==> config.mk <==
export PLATFORM = sky130hd
export DESIGN_NAME = i2c_master_transfer_sequencer
export DESIGN_NICKNAME = d
export VERILOG_FILES = /design/src/rtl/i2cms_pkg.sv /design/src/rtl/i2cms_fsm.sv /design/src/rtl/i2c_master_transfer_sequencer.sv
export SDC_FILE = /design/constraint.sdc
export NUM_CORES = 1
export LEC_CHECK = 0
export BUFFER_PORTS_ARGS = -buffer_cell sky130_fd_sc_hd__buf_2
export CORE_ASPECT_RATIO = 0.9
export CORE_MARGIN = 1.5
export CORE_UTILIZATION = 40
export CTS_BUF_LIST = sky130_fd_sc_hd__clkbuf_8 sky130_fd_sc_hd__clkbuf_16
export DETAILED_ROUTE_END_ITERATION = 12
export GPL_TIMING_DRIVEN = 1
export PLACE_DENSITY = 0.64
export RECOVER_POWER = 25
export SLEW_MARGIN = 10
export SYNTH_ARGS = -nofsm -noshare
export SYNTH_HDL_FRONTEND = slang
export SYNTH_SLANG_ARGS = --single-unit
==> constraint.sdc <==
create_clock -name clk -period 3.71 [get_ports clk]
set_input_delay 0.371 -clock clk [delete_from_list [all_inputs] [get_ports clk]]
set_output_delay 0.371 -clock clk [all_outputs]
set_load 0.05 [all_outputs]
==> src/rtl/i2cms_pkg.sv <==
// Shared types and codes for the I2C master transfer sequencer.
`timescale 1ns / 1ps

package i2cms_pkg;

  localparam logic FUNC_BEGIN  = 1'b0;
  localparam logic FUNC_STATUS = 1'b1;

  typedef enum logic [1:0] {
    PH_IDLE  = 2'd0,
    PH_START = 2'd1,
    PH_ADDR  = 2'd2,
    PH_DATA  = 2'd3
  } phase_t;

  typedef enum logic [2:0] {
    CMD_NONE    = 3'd0,
    CMD_START   = 3'd1,
    CMD_TX      = 3'd2,
    CMD_RX_ACK  = 3'd3,
    CMD_RX_NACK = 3'd4,
    CMD_STOP    = 3'd5,
    CMD_RELEASE = 3'd6
  } cmd_t;

  typedef enum logic [2:0] {
    ST_START     = 3'd0,
    ST_RSTART    = 3'd1,
    ST_ARB_LOST  = 3'd2,
    ST_ADDR_ACK  = 3'd3,
    ST_ADDR_NACK = 3'd4,
    ST_DATA_ACK  = 3'd5,
    ST_DATA_NACK = 3'd6,
    ST_OTHER     = 3'd7
  } status_t;

  localparam logic [7:0] MAX_ATTEMPTS_RESET = 8'd200;

  typedef struct packed {
    logic       func;
    logic       is_read;
    logic [6:0] dev_addr;
    logic [15:0] byte_count;
    status_t    bus_status;
    logic [7:0] rx_byte;
    logic [7:0] tx_byte;
  } req_t;

  typedef struct packed {
    cmd_t        bus_cmd;
    logic [7:0]  shift_byte;
    logic        rx_valid;
    logic [7:0]  rx_data;
    logic        finished;
    logic        failed;
    logic [15:0] byte_total;
  } rsp_t;

  typedef struct packed {
    phase_t     phase;
    logic       read_mode;
    logic [7:0] attempts_made;
  } seq_stat_t;

endpackage

==> src/rtl/i2cms_fsm.sv <==
// Transfer state registers and the per-word decision logic.
`timescale 1ns / 1ps

module i2cms_fsm import i2cms_pkg::*; #(
  parameter int COUNT_WIDTH = 16
) (
  input  logic       clk,
  input  logic       rst,
  input  logic       fire,
  input  req_t       word,
  input  logic [7:0] max_attempts,
  output rsp_t       result,
  output seq_stat_t  stat
);

  localparam int TW = (COUNT_WIDTH < 16) ? COUNT_WIDTH : 16;

  phase_t                 phase, phase_next;
  logic                   read_mode, read_mode_next;
  logic [6:0]             target_addr, target_addr_next;
  logic [COUNT_WIDTH-1:0] bytes_left, bytes_left_next;
  logic [COUNT_WIDTH-1:0] bytes_done, bytes_done_next;
  logic [7:0]             attempts_made, attempts_made_next;

  logic [COUNT_WIDTH-1:0] left_dec;
  logic [COUNT_WIDTH-1:0] done_inc;

  assign left_dec = bytes_left - 1'b1;
  assign done_inc = bytes_done + 1'b1;

  always_ff @(posedge clk) begin
    if (rst) begin
      phase         <= PH_IDLE;
      read_mode     <= 1'b0;
      target_addr   <= '0;
      bytes_left    <= '0;
      bytes_done    <= '0;
      attempts_made <= '0;
    end else if (fire) begin
      phase         <= phase_next;
      read_mode     <= read_mode_next;
      target_addr   <= target_addr_next;
      bytes_left    <= bytes_left_next;
      bytes_done    <= bytes_done_next;
      attempts_made <= attempts_made_next;
    end
  end

  always_comb begin
    phase_next         = phase;
    read_mode_next     = read_mode;
    target_addr_next   = target_addr;
    bytes_left_next    = bytes_left;
    bytes_done_next    = bytes_done;
    attempts_made_next = attempts_made;
    result             = '0;
    result.bus_cmd     = CMD_NONE;

    if (word.func == FUNC_BEGIN) begin
      // abandon anything running and latch the new transfer
      read_mode_next     = word.is_read;
      target_addr_next   = word.dev_addr;
      bytes_left_next    = COUNT_WIDTH'(word.byte_count);
      bytes_done_next    = '0;
      attempts_made_next = '0;
      if (word.is_read) begin
        result.bus_cmd = CMD_START;
        phase_next     = PH_START;
      end else if (max_attempts == 8'd0) begin
        result.finished = 1'b1;
        result.failed   = 1'b1;
        phase_next      = PH_IDLE;
      end else begin
        attempts_made_next = 8'd1;
        result.bus_cmd     = CMD_START;
        phase_next         = PH_START;
      end
    end else if (phase != PH_IDLE) begin
      if (read_mode) begin
        unique case (phase)
          PH_START: begin
            priority if (word.bus_status == ST_START || word.bus_status == ST_RSTART) begin
              result.bus_cmd    = CMD_TX;
              result.shift_byte = {target_addr, 1'b1};
              phase_next        = PH_ADDR;
            end else if (word.bus_status == ST_ARB_LOST) begin
              result.bus_cmd  = CMD_RELEASE;
              result.finished = 1'b1;
              result.failed   = 1'b1;
              phase_next      = PH_IDLE;
            end else begin
              result.bus_cmd  = CMD_STOP;
              result.finished = 1'b1;
              result.failed   = 1'b1;
              phase_next      = PH_IDLE;
            end
          end
          PH_ADDR: begin
            priority if (word.bus_status == ST_ADDR_ACK) begin
              phase_next = PH_DATA;
              priority if (bytes_left == '0) begin
                result.bus_cmd  = CMD_STOP;
                result.finished = 1'b1;
                phase_next      = PH_IDLE;
              end else if (left_dec == '0) begin
                result.bus_cmd = CMD_RX_NACK;
              end else begin
                result.bus_cmd = CMD_RX_ACK;
              end
            end else if (word.bus_status == ST_ADDR_NACK) begin
              result.bus_cmd  = CMD_STOP;
              result.finished = 1'b1;
              phase_next      = PH_IDLE;
            end else if (word.bus_status == ST_ARB_LOST) begin
              result.bus_cmd  = CMD_RELEASE;
              result.finished = 1'b1;
              result.failed   = 1'b1;
              phase_next      = PH_IDLE;
            end else begin
              result.bus_cmd  = CMD_STOP;
              result.finished = 1'b1;
              result.failed   = 1'b1;
              phase_next      = PH_IDLE;
            end
          end
          default: begin
            priority if (word.bus_status == ST_DATA_NACK) begin
              // last byte: keep it and stop
              result.rx_valid = 1'b1;
              result.rx_data  = word.rx_byte;
              bytes_done_next = done_inc;
              bytes_left_next = '0;
              result.bus_cmd  = CMD_STOP;
              result.finished = 1'b1;
              phase_next      = PH_IDLE;
            end else if (word.bus_status == ST_DATA_ACK) begin
              result.rx_valid = 1'b1;
              result.rx_data  = word.rx_byte;
              bytes_done_next = done_inc;
              bytes_left_next = left_dec;
              priority if (left_dec == '0) begin
                result.bus_cmd  = CMD_STOP;
                result.finished = 1'b1;
                phase_next      = PH_IDLE;
              end else if (left_dec == COUNT_WIDTH'(1)) begin
                result.bus_cmd = CMD_RX_NACK;
              end else begin
                result.bus_cmd = CMD_RX_ACK;
              end
            end else begin
              result.bus_cmd  = CMD_STOP;
              result.finished = 1'b1;
              result.failed   = 1'b1;
              phase_next      = PH_IDLE;
            end
          end
        endcase
      end else begin
        unique case (phase)
          PH_START: begin
            priority if (word.bus_status == ST_START || word.bus_status == ST_RSTART) begin
              result.bus_cmd    = CMD_TX;
              result.shift_byte = {target_addr, 1'b0};
              phase_next        = PH_ADDR;
            end else if (word.bus_status == ST_ARB_LOST) begin
              result.bus_cmd = CMD_START;
            end else begin
              // start never confirmed: give up without a stop
              result.finished = 1'b1;
              result.failed   = 1'b1;
              phase_next      = PH_IDLE;
            end
          end
          PH_ADDR: begin
            priority if (word.bus_status == ST_ADDR_ACK) begin
              if (bytes_left == '0) begin
                result.bus_cmd  = CMD_STOP;
                result.finished = 1'b1;
                phase_next      = PH_IDLE;
              end else begin
                result.bus_cmd    = CMD_TX;
                result.shift_byte = word.tx_byte;
                phase_next        = PH_DATA;
              end
            end else if (word.bus_status == ST_ADDR_NACK) begin
              // retry the whole selection while attempts remain
              if (attempts_made >= max_attempts) begin
                result.finished = 1'b1;
                result.failed   = 1'b1;
                phase_next      = PH_IDLE;
              end else begin
                attempts_made_next = attempts_made + 8'd1;
                result.bus_cmd     = CMD_START;
                phase_next         = PH_START;
              end
            end else if (word.bus_status == ST_ARB_LOST) begin
              result.bus_cmd = CMD_START;
              phase_next     = PH_START;
            end else begin
              result.bus_cmd  = CMD_STOP;
              result.finished = 1'b1;
              result.failed   = 1'b1;
              phase_next      = PH_IDLE;
            end
          end
          default: begin
            if (word.bus_status == ST_DATA_ACK) begin
              bytes_done_next = done_inc;
              bytes_left_next = left_dec;
              if (left_dec == '0) begin
                result.bus_cmd  = CMD_STOP;
                result.finished = 1'b1;
                phase_next      = PH_IDLE;
              end else begin
                result.bus_cmd    = CMD_TX;
                result.shift_byte = word.tx_byte;
              end
            end else begin
              result.bus_cmd  = CMD_STOP;
              result.finished = 1'b1;
              result.failed   = 1'b1;
              phase_next      = PH_IDLE;
            end
          end
        endcase
      end
    end

    result.byte_total = 16'(bytes_done_next[TW-1:0]);
  end

  assign stat.phase         = phase;
  assign stat.read_mode     = read_mode;
  assign stat.attempts_made = attempts_made;

endmodule

==> src/rtl/i2c_master_transfer_sequencer.sv <==
// Top level: input register, sequencer state logic, result register, attempt limit.
`timescale 1ns / 1ps

// Drives a byte-level I2C controller through one read or write transfer. Send a
// begin word to latch direction, address and count; then pass every controller
// status word in and issue the bus command that comes back. Every word in
// yields exactly one result word. Words are taken at one per cycle unless the
// result side stalls: a word is held in the input register, the transfer state
// is updated and the result is written to the result register. The input
// register takes one more word while a result waits. Write cfg_data with cfg_we
// only while no transfer word is in flight; it sets the limit on address
// attempts for writes.

module i2c_master_transfer_sequencer import i2cms_pkg::*; #(
  parameter int COUNT_WIDTH = 16
) (
  input  logic       clk,
  input  logic       rst,
  input  logic       req_valid,
  output logic       req_stall,
  input  req_t       req,
  output logic       rsp_valid,
  input  logic       rsp_stall,
  output rsp_t       rsp,
  input  logic       cfg_we,
  input  logic [7:0] cfg_data
);

  logic       req_q_valid;
  req_t       req_q;
  logic       fire;
  logic [7:0] max_attempts;
  rsp_t       result;
  seq_stat_t  stat;

  assign fire      = req_q_valid && (!rsp_valid || !rsp_stall);
  assign req_stall = req_q_valid && !fire;

  always_ff @(posedge clk) begin
    if (rst) begin
      max_attempts <= MAX_ATTEMPTS_RESET;
    end else if (cfg_we) begin
      max_attempts <= cfg_data;
    end
  end

  always_ff @(posedge clk) begin
    if (rst) begin
      req_q_valid <= 1'b0;
    end else if (!req_stall) begin
      req_q_valid <= req_valid;
    end
  end

  always_ff @(posedge clk) begin
    if (!req_stall && req_valid) begin
      req_q <= req;
    end
  end

  i2cms_fsm #(
    .COUNT_WIDTH(COUNT_WIDTH)
  ) u_fsm (
    .clk         (clk),
    .rst         (rst),
    .fire        (fire),
    .word        (req_q),
    .max_attempts(max_attempts),
    .result      (result),
    .stat        (stat)
  );

  always_ff @(posedge clk) begin
    if (rst) begin
      rsp_valid <= 1'b0;
    end else if (fire) begin
      rsp_valid <= 1'b1;
    end else if (!rsp_stall) begin
      rsp_valid <= 1'b0;
    end
  end

  always_ff @(posedge clk) begin
    if (fire) begin
      rsp <= result;
    end
  end

  // a failure is only ever reported on the word that ends the transfer
  a_fail_ends: assert property (@(posedge clk) disable iff (rst)
    rsp_valid |-> (!rsp.failed || rsp.finished))
    else $error("failed without finished");

  // received data only comes with a receive or stop command
  a_rx_cmd: assert property (@(posedge clk) disable iff (rst)
    (rsp_valid && rsp.rx_valid) |->
      (rsp.bus_cmd == CMD_RX_ACK || rsp.bus_cmd == CMD_RX_NACK ||
       rsp.bus_cmd == CMD_STOP))
    else $error("rx data with unexpected command");

  // a busy write has always opened at least one address selection
  a_attempts: assert property (@(posedge clk) disable iff (rst)
    (stat.phase != PH_IDLE && !stat.read_mode) |->
      (stat.attempts_made != 8'd0))
    else $error("busy write with no attempt");

  // a word held in the input register moves on once the result side is free
  a_drain: assert property (@(posedge clk) disable iff (rst)
    (req_q_valid && !rsp_valid) |=> rsp_valid)
    else $error("result not produced");

endmodule

# Word-level counts from Yosys, hierarchy flattened
# Cells that the tools add are included.
word_totals:
  n_memories: 0
  latch_bits: 0
  mem_bits_ro: 0
  ramBits: 0
  in_bits: 57
  elab_cells: 171
  register_bits: 142
  out_inout_bits: 40
classes:
  bitwise: 3
  n_eq_ne: 18
  n_mul: 0
  n_div: 0
  add_sub_neg: 3
  magnitude_cmp: 1
  muxes: 102
  n_shift: 0
  reduce_logical: 21
ops:
  columns: ["operator", "n"]
  rows:
  - ["2-to-1 mux 16 bit", 14]
  - ["2-to-1 mux 8 bit", 15]
  - ["2-to-1 mux 3 bit", 17]
  - ["2-to-1 mux 2 bit", 24]
  - ["zero test 16 bit", 2]
  - ["2-to-1 mux 9 bit", 3]
  - ["2-to-1 mux 22 bit", 1]
  - ["one-hot mux 11 bit (2 select lines)", 1]
  - ["2-to-1 mux 1 bit", 20]
  - ["adder 16 x 1 -> 16 bit, second input constant", 1]
  - ["equality test 16 x 1 -> 1 bit, second input constant", 1]
  - ["one-hot mux 2 bit (2 select lines)", 4]
  - ["subtractor 16 x 1 -> 16 bit, second input constant", 1]
  - ["2-to-1 mux 11 bit", 1]
  - ["2-to-1 mux 10 bit", 1]
  - ["equality test 3 bit, second input constant", 3]
  - ["adder 8 x 1 -> 8 bit, second input constant", 1]
  - ["greater-or-equal comparator 8 bit", 1]
  - ["zero test 8 bit", 1]
  - ["!= test 2 x 1 -> 1 bit, second input constant", 4]
  - ["!= test 2 bit, second input constant", 4]
  - ["AND reduction 7 bit", 1]
  - ["equality test 3 x 2 -> 1 bit, second input constant", 2]
  - ["one-hot mux 3 bit (2 select lines)", 1]
  - ["14 further kinds", 24]

# Logic depth before layout (Yosys ltp)
# Gate-level depths: netlist of the first run.
logic_depth:
  ltp_word: 10
  ltp_mapped: 10

# Cells and area by module
# Synthesis of the first run repeated with hierarchy kept, for this count alone.
hier_totals:
  cells_unflattened: 660
  hier_area_um2: 6805.3
modules_own_cells:
  columns: ["module", "area_per_inst_um2", "seq_area_each_um2", "cells_per_inst", "instances"]
  rows:
  - ["i2cms_fsm", 3968.8, 1001.0, 542, 1]
  - ["i2c_master_transfer_sequencer", 2836.5, 2662.6, 118, 1]

# Worst setup path before layout of the first run
# OpenSTA, ideal clock, no wires.
synth_timing:
  path_kind: "register to register"
  start: "reg rsp_valid"
  end: "reg req_q[0] (netlist name) (enable)"
  setup_ns: 0.450
  path_stages_with_launch: 3
  period_less_slack_ns: 3.389
  path_slack_ns: 0.321
  t_arrival_ns: 2.939
  path_buffers: 0
  path_cell_list: "dfxtp_1 and3_1 nor2b_1"
synth_via:
  elab_chain_cells: 7
synth_rtl:
  columns: ["element", "line", "rtl"]
  rows:
  - ["start: declaration", "i2c_master_transfer_sequencer.sv:22", "output logic rsp_valid,"]
  - ["start signal: assignment", "i2c_master_transfer_sequencer.sv:75", "rsp_valid <= 1'b0;"]
  - ["start signal: assignment", "i2c_master_transfer_sequencer.sv:77", "rsp_valid <= 1'b1;"]
  - ["start signal: assignment", "i2c_master_transfer_sequencer.sv:79", "rsp_valid <= 1'b0;"]
  - ["zero test 1 bit", "i2c_master_transfer_sequencer.sv:36", "assign fire = req_q_valid && (!rsp_valid || !rsp_stall);"]
  - ["logical OR 1 bit", "i2c_master_transfer_sequencer.sv:36", null]
  - ["logical AND 1 bit", "i2c_master_transfer_sequencer.sv:36", null]
  - ["zero test 1 bit", "i2c_master_transfer_sequencer.sv:37", "assign req_stall = req_q_valid && !fire;"]
  - ["logical AND 1 bit", "i2c_master_transfer_sequencer.sv:37", null]
  - ["via req_stall", "i2c_master_transfer_sequencer.sv:20", "output logic req_stall,"]
  - ["zero test 1 bit", "i2c_master_transfer_sequencer.sv:56", "if (!req_stall && req_valid) begin"]
  - ["logical AND 1 bit", "i2c_master_transfer_sequencer.sv:56", null]
  - ["end signal: assignment", "i2c_master_transfer_sequencer.sv:57", "req_q <= req;"]
  - ["end: declaration", "i2c_master_transfer_sequencer.sv:30", "req_t req_q;"]
# The timed path passes the listed nets, and every way through them passes these cells.
# A chain may end at the register's enable or synchronous reset.

==> results by stage, run 1 <==
Status:
- The flow ran to the end, but the final reports show violations.
- The checks that failed: design-rule violations, max-capacitance violations, max-slew violations.

Clocking:
- The number of buffers inserted during clock tree synthesis is 17.
- The later pin in the worst-skew pair is clocked with a latency of between 400 and 500 ps.
- In this run, post-CTS hold repair placed 0 buffers.
- CTS built an H-tree with a depth of 4.
- The TritonCTS clock tree is built.
- The cell sitting at the root of the clock tree is a sky130_fd_sc_hd__clkbuf_16.
- The maximum buffer depth of the clock tree is 2.
- The count of instances resized after the clock tree is built is 0.
- After clock tree synthesis, the clock-pin slew on the worst setup and hold paths is about 60 ps.
- The post-CTS setup repair buffer count is 0.
- The clock sink count is about 140.

STA:
- The final hold violation count is 0.
- The worst path in the final design needs a cycle of just under 3000 ps, including I/O delays and setup.
- Setup repair after global routing left no endpoint under its margin.
- Derived from the worst setup path, the maximum achievable clock frequency is between 0.3 and 0.4 GHz.
- In this run the tightest slew margin relative to its limit is -58.6%.
- Setup violations remaining at the end of the flow were counted as 0.
- The summed negative setup slack over all endpoints is 0 ps.
- The measured slew at the worst slew-check pin is roughly 2400 ps.
- The final number of max-transition violations is a little over 50.
- The final setup skew is between 15 and 20 ps.
- Of the available clock period, the critical path in the final layout requires 78.5%.

Global routing:
- The maximum number of pins on one net before global-route repair is slightly above 50.
- The wire length of the first global-routing pass is ~25 mm.
- The overflow left after global routing is 0.
- The via count of the first global-routing pass was around 5.2k.
- Global routing used 17.9% of the available tracks.
- The number of antenna violations at the first check in global routing is 0.

Layout:
- Of the cells placed in the final design, the portion with a size suffix greater than 1 is about 18%.
- Once layout is complete, the cells apart from fillers number 970.
- The combined flip-flop and latch cell area is about 3700 um2.
- Cells fill approximately 48% of the core in the end.
- Relative to the synthesized area, the layout overhead comes to 17.8%.
- The net count of the finished layout is slightly above 800.
- The filler cells instantiated in the layout total between 1k and 1.5k.
- The number of diodes added for antenna fixing is 0.
- The total area of multi-input combinational cells is 2730 um2.

Synthesis:
- The number of unique standard cell types used by synthesis is 64.
- The post-synthesis sequential element count is ~140.
- Synthesis produced a netlist whose cell count is roughly 660.
- The leading register cell type out of synthesis is sky130_fd_sc_hd__edfxtp_1.
- The fraction of synthesized cell area in xor and xnor cells is ~3.5%.
- The area share of the leading cell type in the synthesized netlist is 36.9%.
- After synthesis the cells add up to about 6700 um2.
- The multiplexer fraction of the synthesized cell area is about 1.0%.
- In the post-synthesis netlist, the biggest area contributors are sky130_fd_sc_hd__edfxtp_1, sky130_fd_sc_hd__dfxtp_1, sky130_fd_sc_hd__nor2_1.
- The dominant combinational cell family by area after synthesis is simple AND/OR/NAND/NOR gates.
- The fraction of the mapped netlist area in adder cells is ~3%.
- Summing the areas of all and, or, nand and nor instances in the mapped netlist gives a little under a fifth of the synthesized area.
- Counting flops with an async set or reset pin after synthesis yields a share of 0%.
- The number of nets produced by synthesis is around 740.
- The Yosys step of the flow raised 0 warnings.
- The synthesized netlist devotes 14.6% of its cell area to compound gates.
- The top cell type by total area after synthesis is sky130_fd_sc_hd__edfxtp_1.
- Sequential elements use a little over half of the synthesized area.
- The synthesized design contains 82 enable-type register cells.
- The average footprint of a synthesized cell is approximately 10 um2.

Critical path:
- The arrival time reported for the critical path endpoint is about 3200 ps.
- The count of cells along the worst register-to-register path is 9.
- The standard cell with the maximum stage delay on the critical path is sky130_fd_sc_hd__clkbuf_1.
- Walking the worst path, the cells encountered are buf_2 -> clkbuf_1 -> inv_1 -> nand2_1 -> nor2_1.
- The origin of the critical flop-to-flop path is u_fsm.attempts_made[0]$_SDFFE_PP0P_.
- The start point of the critical path is rst.
- Among cell families on the critical path, the largest total delay comes from buffers and inverters.
- Along the worst path, the maximum fanout reaches 50.
- The data required time at the worst endpoint is 4010 ps.
- The number of buffers and inverters on the critical path is 3.
- The worst setup path is launched from a primary input.
- The critical path endpoint category is a flop.
- The worst stage delay on the critical path is between 1500 and 2000 ps.
- The path type of the worst setup path is primary input to flop.
- The number of cells on the critical path is 5.

Route:
- After detailed routing, the number of remaining DRC violations is 4.
- After detailed routing, the average wire length per cell comes to approximately 16 um.
- The via-per-instance ratio is around 5.4.
- The remaining antenna violation count is 0.
- The number of DRC markers in iteration 0 is 360.
- For this run, the detailed router's first-pass iteration total came to 11.
- The routed via count is roughly 5.2k.
- The total routed wirelength is 15.1 mm.

Placed design:
- The placer congestion estimate is between 0.9 and 1.
- After detailed placement, the design holds a cell count of 938.
- During placement, the flow inserted port buffers numbering between 90 and 100.
- The HPWL after detailed placement is between 10 and 15 mm.

Die:
- The die is 126 um tall.
- The area of the core is roughly 16,000 um2.
- The die is 139 um wide.
- During I/O placement, the number of pins put on the boundary was between 90 and 100.
- The starting utilization of the core area is about two fifths.
- The floorplan has 44 rows.
- The die area is 17,500 um2.

Hold path:
- The worst hold path begins at req[31].
- The classification of the worst-slack hold path is primary input to flop.
- The number of cells on the worst hold path is 1.

Pwr:
- The standby leakage power is 3.00 nW.
- The power density relative to cell area is ~460 nW/um2.
- The design draws between 0.003 and 0.004 W.
- The highest ir drop seen on vdd is roughly 0.32 mV.

Flow run:
- The number of max-cap violations is 1.
state kept, by name, indices dropped and copies added, names as in the netlist:
signal and count:
max_attempts 8, req_q 44, req_q_valid 1, rsp 38, rsp_valid 1, u_fsm.attempts_made 8
u_fsm.bytes_done 16, u_fsm.bytes_left 16, u_fsm.phase 2, u_fsm.read_mode 1, u_fsm.target_addr 7
cell type report:
cell class	instances	area share [%]
inverter	39	1.86
tap	207	3.29
clock buffer	17	5.41
multi-input combinational	446	34.7
sequential	142	46.6
clock inverter	15	1.58
timing repair buffer	104	6.62
stage by stage:
stage | hold slack [ps] | cell area, um2 | worst slack (ps)
2_1_floorplan | 437 | 6680 | 321
6_report | 117 | 7860 | 799
4_1_cts | 109 | 7880 | 853
5_1_grt | 104 | 7860 | 507
3_3_place_gp | 451 | 7330 | 996
3_5_place_dp | 451 | 7330 | 878
report_power, final:
part	internal, W	leakage (nW)	switching, W
clock network	0.000916	0.268	0.000651
registers	0.00173	1.28	0.0000356
logic	0.0000974	1.45	0.000214
total	0.00274	3.00	0.000900
synth_stat cells (all sizes together), types with 6 or more instances:
master and instances:
nand2b 7, nand2 61, o21ai 34, a21oi 35
nor3 14, edfxtp 82, ha 16, and3 11
a21o 7, xor2 14, clkbuf 30, inv 39
nand4 11, o22ai 10, nor4 9, buf 6
xnor2 13, dfxtp 60, mux2i 7, nor2b 6
nand3 27, a22oi 15, nor2 76, a22o 7
worst paths after layout:
kind	to	slack, ps
worst max-delay path	u_fsm.attempts_made[4]$_SDFFE_PP0P_	800
worst min register to register	u_fsm.target_addr[6]$_SDFFE_PP0P_	460
worst min-delay path	req_q[31]$_DFFE_PP_	120
worst max register to register	u_fsm.attempts_made[6]$_SDFFE_PP0P_	870
cells by family after synthesis:
group                    after synthesis
AO/OA/AOI/OAI                        145
XOR/XNOR                              27
adder cells (fa/ha/maj)               16
buffers and inverters                 75
flip-flops                           142
multiplexers                           7
AND/OR/NAND/NOR                      251
routing by layer:
metal	up-vias	routed length [um]	global-route usage (%)	part of all wire, %
li1	2578	-	-	-
met1	2443	6450	21.4	43
met2	165	7360	29.7	49
met3	35	836	4.86	5.5
met4	0	457	9.26	3.0
met5	-	0	0	0
placed cells by master, fill, tap and decap left out, types with 7 or more instances in the layout:
cell | synthesis | final
sky130_fd_sc_hd__nor2_1 | 76 | 76
sky130_fd_sc_hd__buf_2 | 3 | 83
sky130_fd_sc_hd__xor2_1 | 14 | 14
sky130_fd_sc_hd__a21o_1 | 7 | 7
sky130_fd_sc_hd__nand2b_1 | 7 | 7
sky130_fd_sc_hd__a21oi_1 | 34 | 34
sky130_fd_sc_hd__nor4_1 | 8 | 8
sky130_fd_sc_hd__clkbuf_1 | 30 | 14
sky130_fd_sc_hd__mux2i_1 | 7 | 7
sky130_fd_sc_hd__buf_4 | 1 | 7
sky130_fd_sc_hd__a22oi_1 | 15 | 15
sky130_fd_sc_hd__edfxtp_1 | 82 | 82
sky130_fd_sc_hd__inv_1 | 39 | 39
sky130_fd_sc_hd__dfxtp_1 | 60 | 60
sky130_fd_sc_hd__clkbuf_16 | 0 | 17
sky130_fd_sc_hd__and3_1 | 11 | 11
sky130_fd_sc_hd__xnor2_1 | 13 | 13
sky130_fd_sc_hd__nand2_1 | 61 | 61
sky130_fd_sc_hd__nor3_1 | 14 | 14
sky130_fd_sc_hd__o21ai_0 | 34 | 34
sky130_fd_sc_hd__nand4_1 | 11 | 11
sky130_fd_sc_hd__ha_1 | 16 | 16
sky130_fd_sc_hd__nand3_1 | 27 | 27
sky130_fd_sc_hd__a22o_1 | 7 | 7
sky130_fd_sc_hd__o22ai_1 | 10 | 10
Power figures use the tool's default switching activity.
==> run 2: changes to the inputs <==
--- a/config.mk
+++ b/config.mk
@@ -12,7 +12,7 @@
 export CTS_BUF_LIST = sky130_fd_sc_hd__clkbuf_8 sky130_fd_sc_hd__clkbuf_16
 export DETAILED_ROUTE_END_ITERATION = 12
 export GPL_TIMING_DRIVEN = 1
-export PLACE_DENSITY = 0.64
+export PLACE_DENSITY = 0.67
 export RECOVER_POWER = 25
 export SLEW_MARGIN = 10
 export SYNTH_ARGS = -nofsm -noshare
==> constraint.sdc (replaced) <==
create_clock -name clk -period 2.55 [get_ports clk]
set_input_delay 0.255 -clock clk [delete_from_list [all_inputs] [get_ports clk]]
set_output_delay 0.255 -clock clk [all_outputs]
set_load 0.05 [all_outputs]
==> results by stage, run 2 (synthesis results as in run 1) <==
Clocking:
- The level count of the clock H-tree is 4 (unchanged).
- The TritonCTS clock tree is built.
- The maximum buffer depth of the clock tree is 2 (unchanged).
- The clock slew at the register clock pins of the worst setup and hold paths is 60 ps (about the same).
- The latest clock arrival within the worst-skew pair is 420 ps (about the same).
- The clock sink count is 142 (unchanged).
- The post-CTS setup repair buffer count came to 0 (unchanged).
- The tree is rooted in a sky130_fd_sc_hd__clkbuf_16.
- The number of buffers inserted during clock tree synthesis is 17 (unchanged).

STA:
- The final hold violation count is 0 (unchanged).
- The final-report setup violation count is 0 (unchanged).
- The final clock period utilization by the worst path is roughly 95%.
- The measured slew at the worst slew-check pin is 715 ps (-1660 ps).
- The timing-limited maximum frequency is between 0.4 and 0.5 GHz.
- The worst slew slack as a fraction of its limit is 52.1% (+110 points).
- The final number of max-transition violations is 0 (-100%).
- The clock period could shrink to between 2000 and 2500 ps.
- The final setup skew is 9.82 ps (-6.88 ps).
- The hold slack came to 16.0 ps (-101 ps).

Flow run:
- The number of max-cap violations was 0 (-1).

Route:
- The via-per-instance ratio came to 5.23 (-2.8%).
- The total routed wirelength is 15.3 mm (+1.4%).
- The DRC violation count after routing is 4 (unchanged).
- The routed via count is 5,397 (+3.4%).
- The remaining antenna violation count was 0 (unchanged).
- The number of DRC markers in iteration 0 is 326 (-9.4%).
- The average detailed-routed wire length per instance is 14.8 um (-4.7%).
- The detailed-router iteration count before antenna repair came to 11 (unchanged).

Placed design:
- The placer congestion estimate was 0.873 (-5.3%).
- The count of input and output buffers is 96 (unchanged).
- The post-DP HPWL is 10.4 mm (about the same).

Layout:
- The largest registers in the layout are req_q: 44 flops, rsp: 38 flops.
- The share of post-route cells with drive strength above 1 is 22.5% (+5.0 points).
- The net total in the final layout is 885 (+7.5%).
- The largest register by flop count is req_q.
- The most common cell after layout, fill and taps aside is sky130_fd_sc_hd__buf_2.
- The flip-flop count of the largest register after layout is 44 (unchanged).
- The count of filler cells inserted in the layout is 1,432 (-2.8%).
- The area growth from synthesis to layout is 27.9%.
- In the layout the commonest cells are sky130_fd_sc_hd__buf_2, sky130_fd_sc_hd__edfxtp_1, sky130_fd_sc_hd__nor2_1.
- The final core area utilization is 52.6% (+4.2 points).
- The number of diodes added for antenna fixing is 0 (unchanged).

Die:
- The number of I/O pins is 97 (unchanged).
- The number of rows created at floorplan is 44 (unchanged).
- The die span in x is 139 um (unchanged).
- The starting utilization of the core area was 41.1% (unchanged).
- The die area is 17,500 um2 (unchanged).
- The height of the die was 126 um (unchanged).
- The area of the core is 16,200 um2 (unchanged).

Global routing:
- The highest-utilization routing layer at the global route stage is met2.
- The maximum number of pins on one net before global-route repair came to 50 (-2.0%).
- The met1 usage is 22.7% (+1.2 points).
- The number of antenna violations at the first check in global routing is 0 (unchanged).
- The via count of the first global-routing pass is 4,995 (-4.2%).
- The overflow left after global routing is 0 (unchanged).
- The met2 layer usage reported by global route is 29.6% (-0.059 points).
- The overall fraction of global-route tracks in use is 17.7% (-0.18 points).
- The met3 global-route usage is 3.94% (-0.92 points).
- The wire length of the first global-routing pass came to 24.7 mm (-1.1%).

Critical path:
- The maximum fanout count along the critical path came to 4 (-92%).
- The arrival time reported for the critical path endpoint is 2720 ps (-490 ps).
- The start point of the critical path is u_fsm.phase[0]$_SDFFE_PP0P_.
- The path type of the worst setup path is flop to flop.
- The slack of the worst reg-to-reg path is 120 ps (-750 ps).
- The critical path endpoint category is a flop.
- The data required time at the worst endpoint is 2840 ps (-1170 ps).
- The worst setup path is launched from a flop.
- The origin of the critical flop-to-flop path is u_fsm.phase[0]$_SDFFE_PP0P_.

Status:
- The run finished, with violations left.
- The checks that failed: design-rule violations.

Pwr:
- The power density relative to cell area is 645 nW/um2 (+39%).
- The standby leakage power was 3.36 nW (+12%).
- The highest ir drop seen on vdd is 0.470 mV (+46%).

Hold path:
- The worst hold path belongs to the class primary input to flop.
- The worst hold path startpoint is req[3].
run 2: changes by cell type in the layout (fill, tap and decap cells not counted), moves of 4 or more:
cell / change
sky130_fd_sc_hd__buf_2: +9
sky130_fd_sc_hd__dlygate4sd3_1: +26
sky130_fd_sc_hd__buf_4: +36
sky130_fd_sc_hd__clkbuf_1: -10
sky130_fd_sc_hd__clkinv_1: +4
run 2: routing by layer:
metal,wire (um),up-vias,share of wire (%)
met3,758,20,4.9
met5,0,-,0
li1,-,2701,-
met4,253,0,1.7
met2,7420,144,48
met1,6880,2532,45
run 2: final timing paths:
| path | end | cells past startpoint |
|---|---|---|
| worst min register to register | u_fsm.target_addr[2]$_SDFFE_PP0P_ | 2 |
| worst max register to register | u_fsm.bytes_done[11]$_SDFFE_PP0P_ | 9 |
| worst min-delay path | req_q[3]$_DFFE_PP_ | 1 |
| worst max-delay path | u_fsm.bytes_done[11]$_SDFFE_PP0P_ | 9 |
run 2: timing repair:
action / 4_1_cts / 5_1_grt
endpoints found under the hold margin: 24 / 2
pin swaps: 0 / 5
setup endpoints to repair: 2 / 26
resized for setup: 4 / 15
hold buffers: 24 / 2
run 2: where the power goes:
group          switching, W  total, W  internal (W)
Clock              0.000911   0.00242       0.00151
Sequential        0.0000382   0.00255       0.00251
Combinational      0.000337  0.000533      0.000196
run 2: worst max-delay path: stages (launching register included):
cell                        delay (ps)
sky130_fd_sc_hd__dfxtp_1           320
sky130_fd_sc_hd__inv_1              60
sky130_fd_sc_hd__ha_1              310
sky130_fd_sc_hd__or3b_4            460
sky130_fd_sc_hd__a2111oi_4         360
sky130_fd_sc_hd__and2_4            220
sky130_fd_sc_hd__nand4_1           160
sky130_fd_sc_hd__a21o_1            210
sky130_fd_sc_hd__a21oi_1           140
sky130_fd_sc_hd__nor2_1             50
run 2: layout make-up:
class / instances / area (um2) / area share, %
repair buffers: 166 / 1080 / 12.6
flip-flops and latches: 142 / 3660 / 42.9
multi-input cells: 446 / 2810 / 32.9
clock inverters: 15 / 155 / 1.82
clock buffers: 17 / 425 / 4.98
well taps: 207 / 259 / 3.03
inverters: 39 / 146 / 1.71
run 2: per-stage QoR:
step | total power (W) | setup TNS [ps] | area [um2] | cells | setup slack (ps)
after floorplan | 0.00292 | 0 | 6690 | 663 | 8.84
final | 0.00551 | 0 | 8540 | 1032 | 116
after detailed placement | 0.00309 | -37.4 | 7620 | 974 | -37.4
after global placement | 0.00309 | 0 | 7620 | 974 | 19.1
after global routing | 0.00571 | -4.08 | 8540 | 1032 | -4.08
after CTS | 0.00554 | 0 | 8460 | 1030 | 1.93
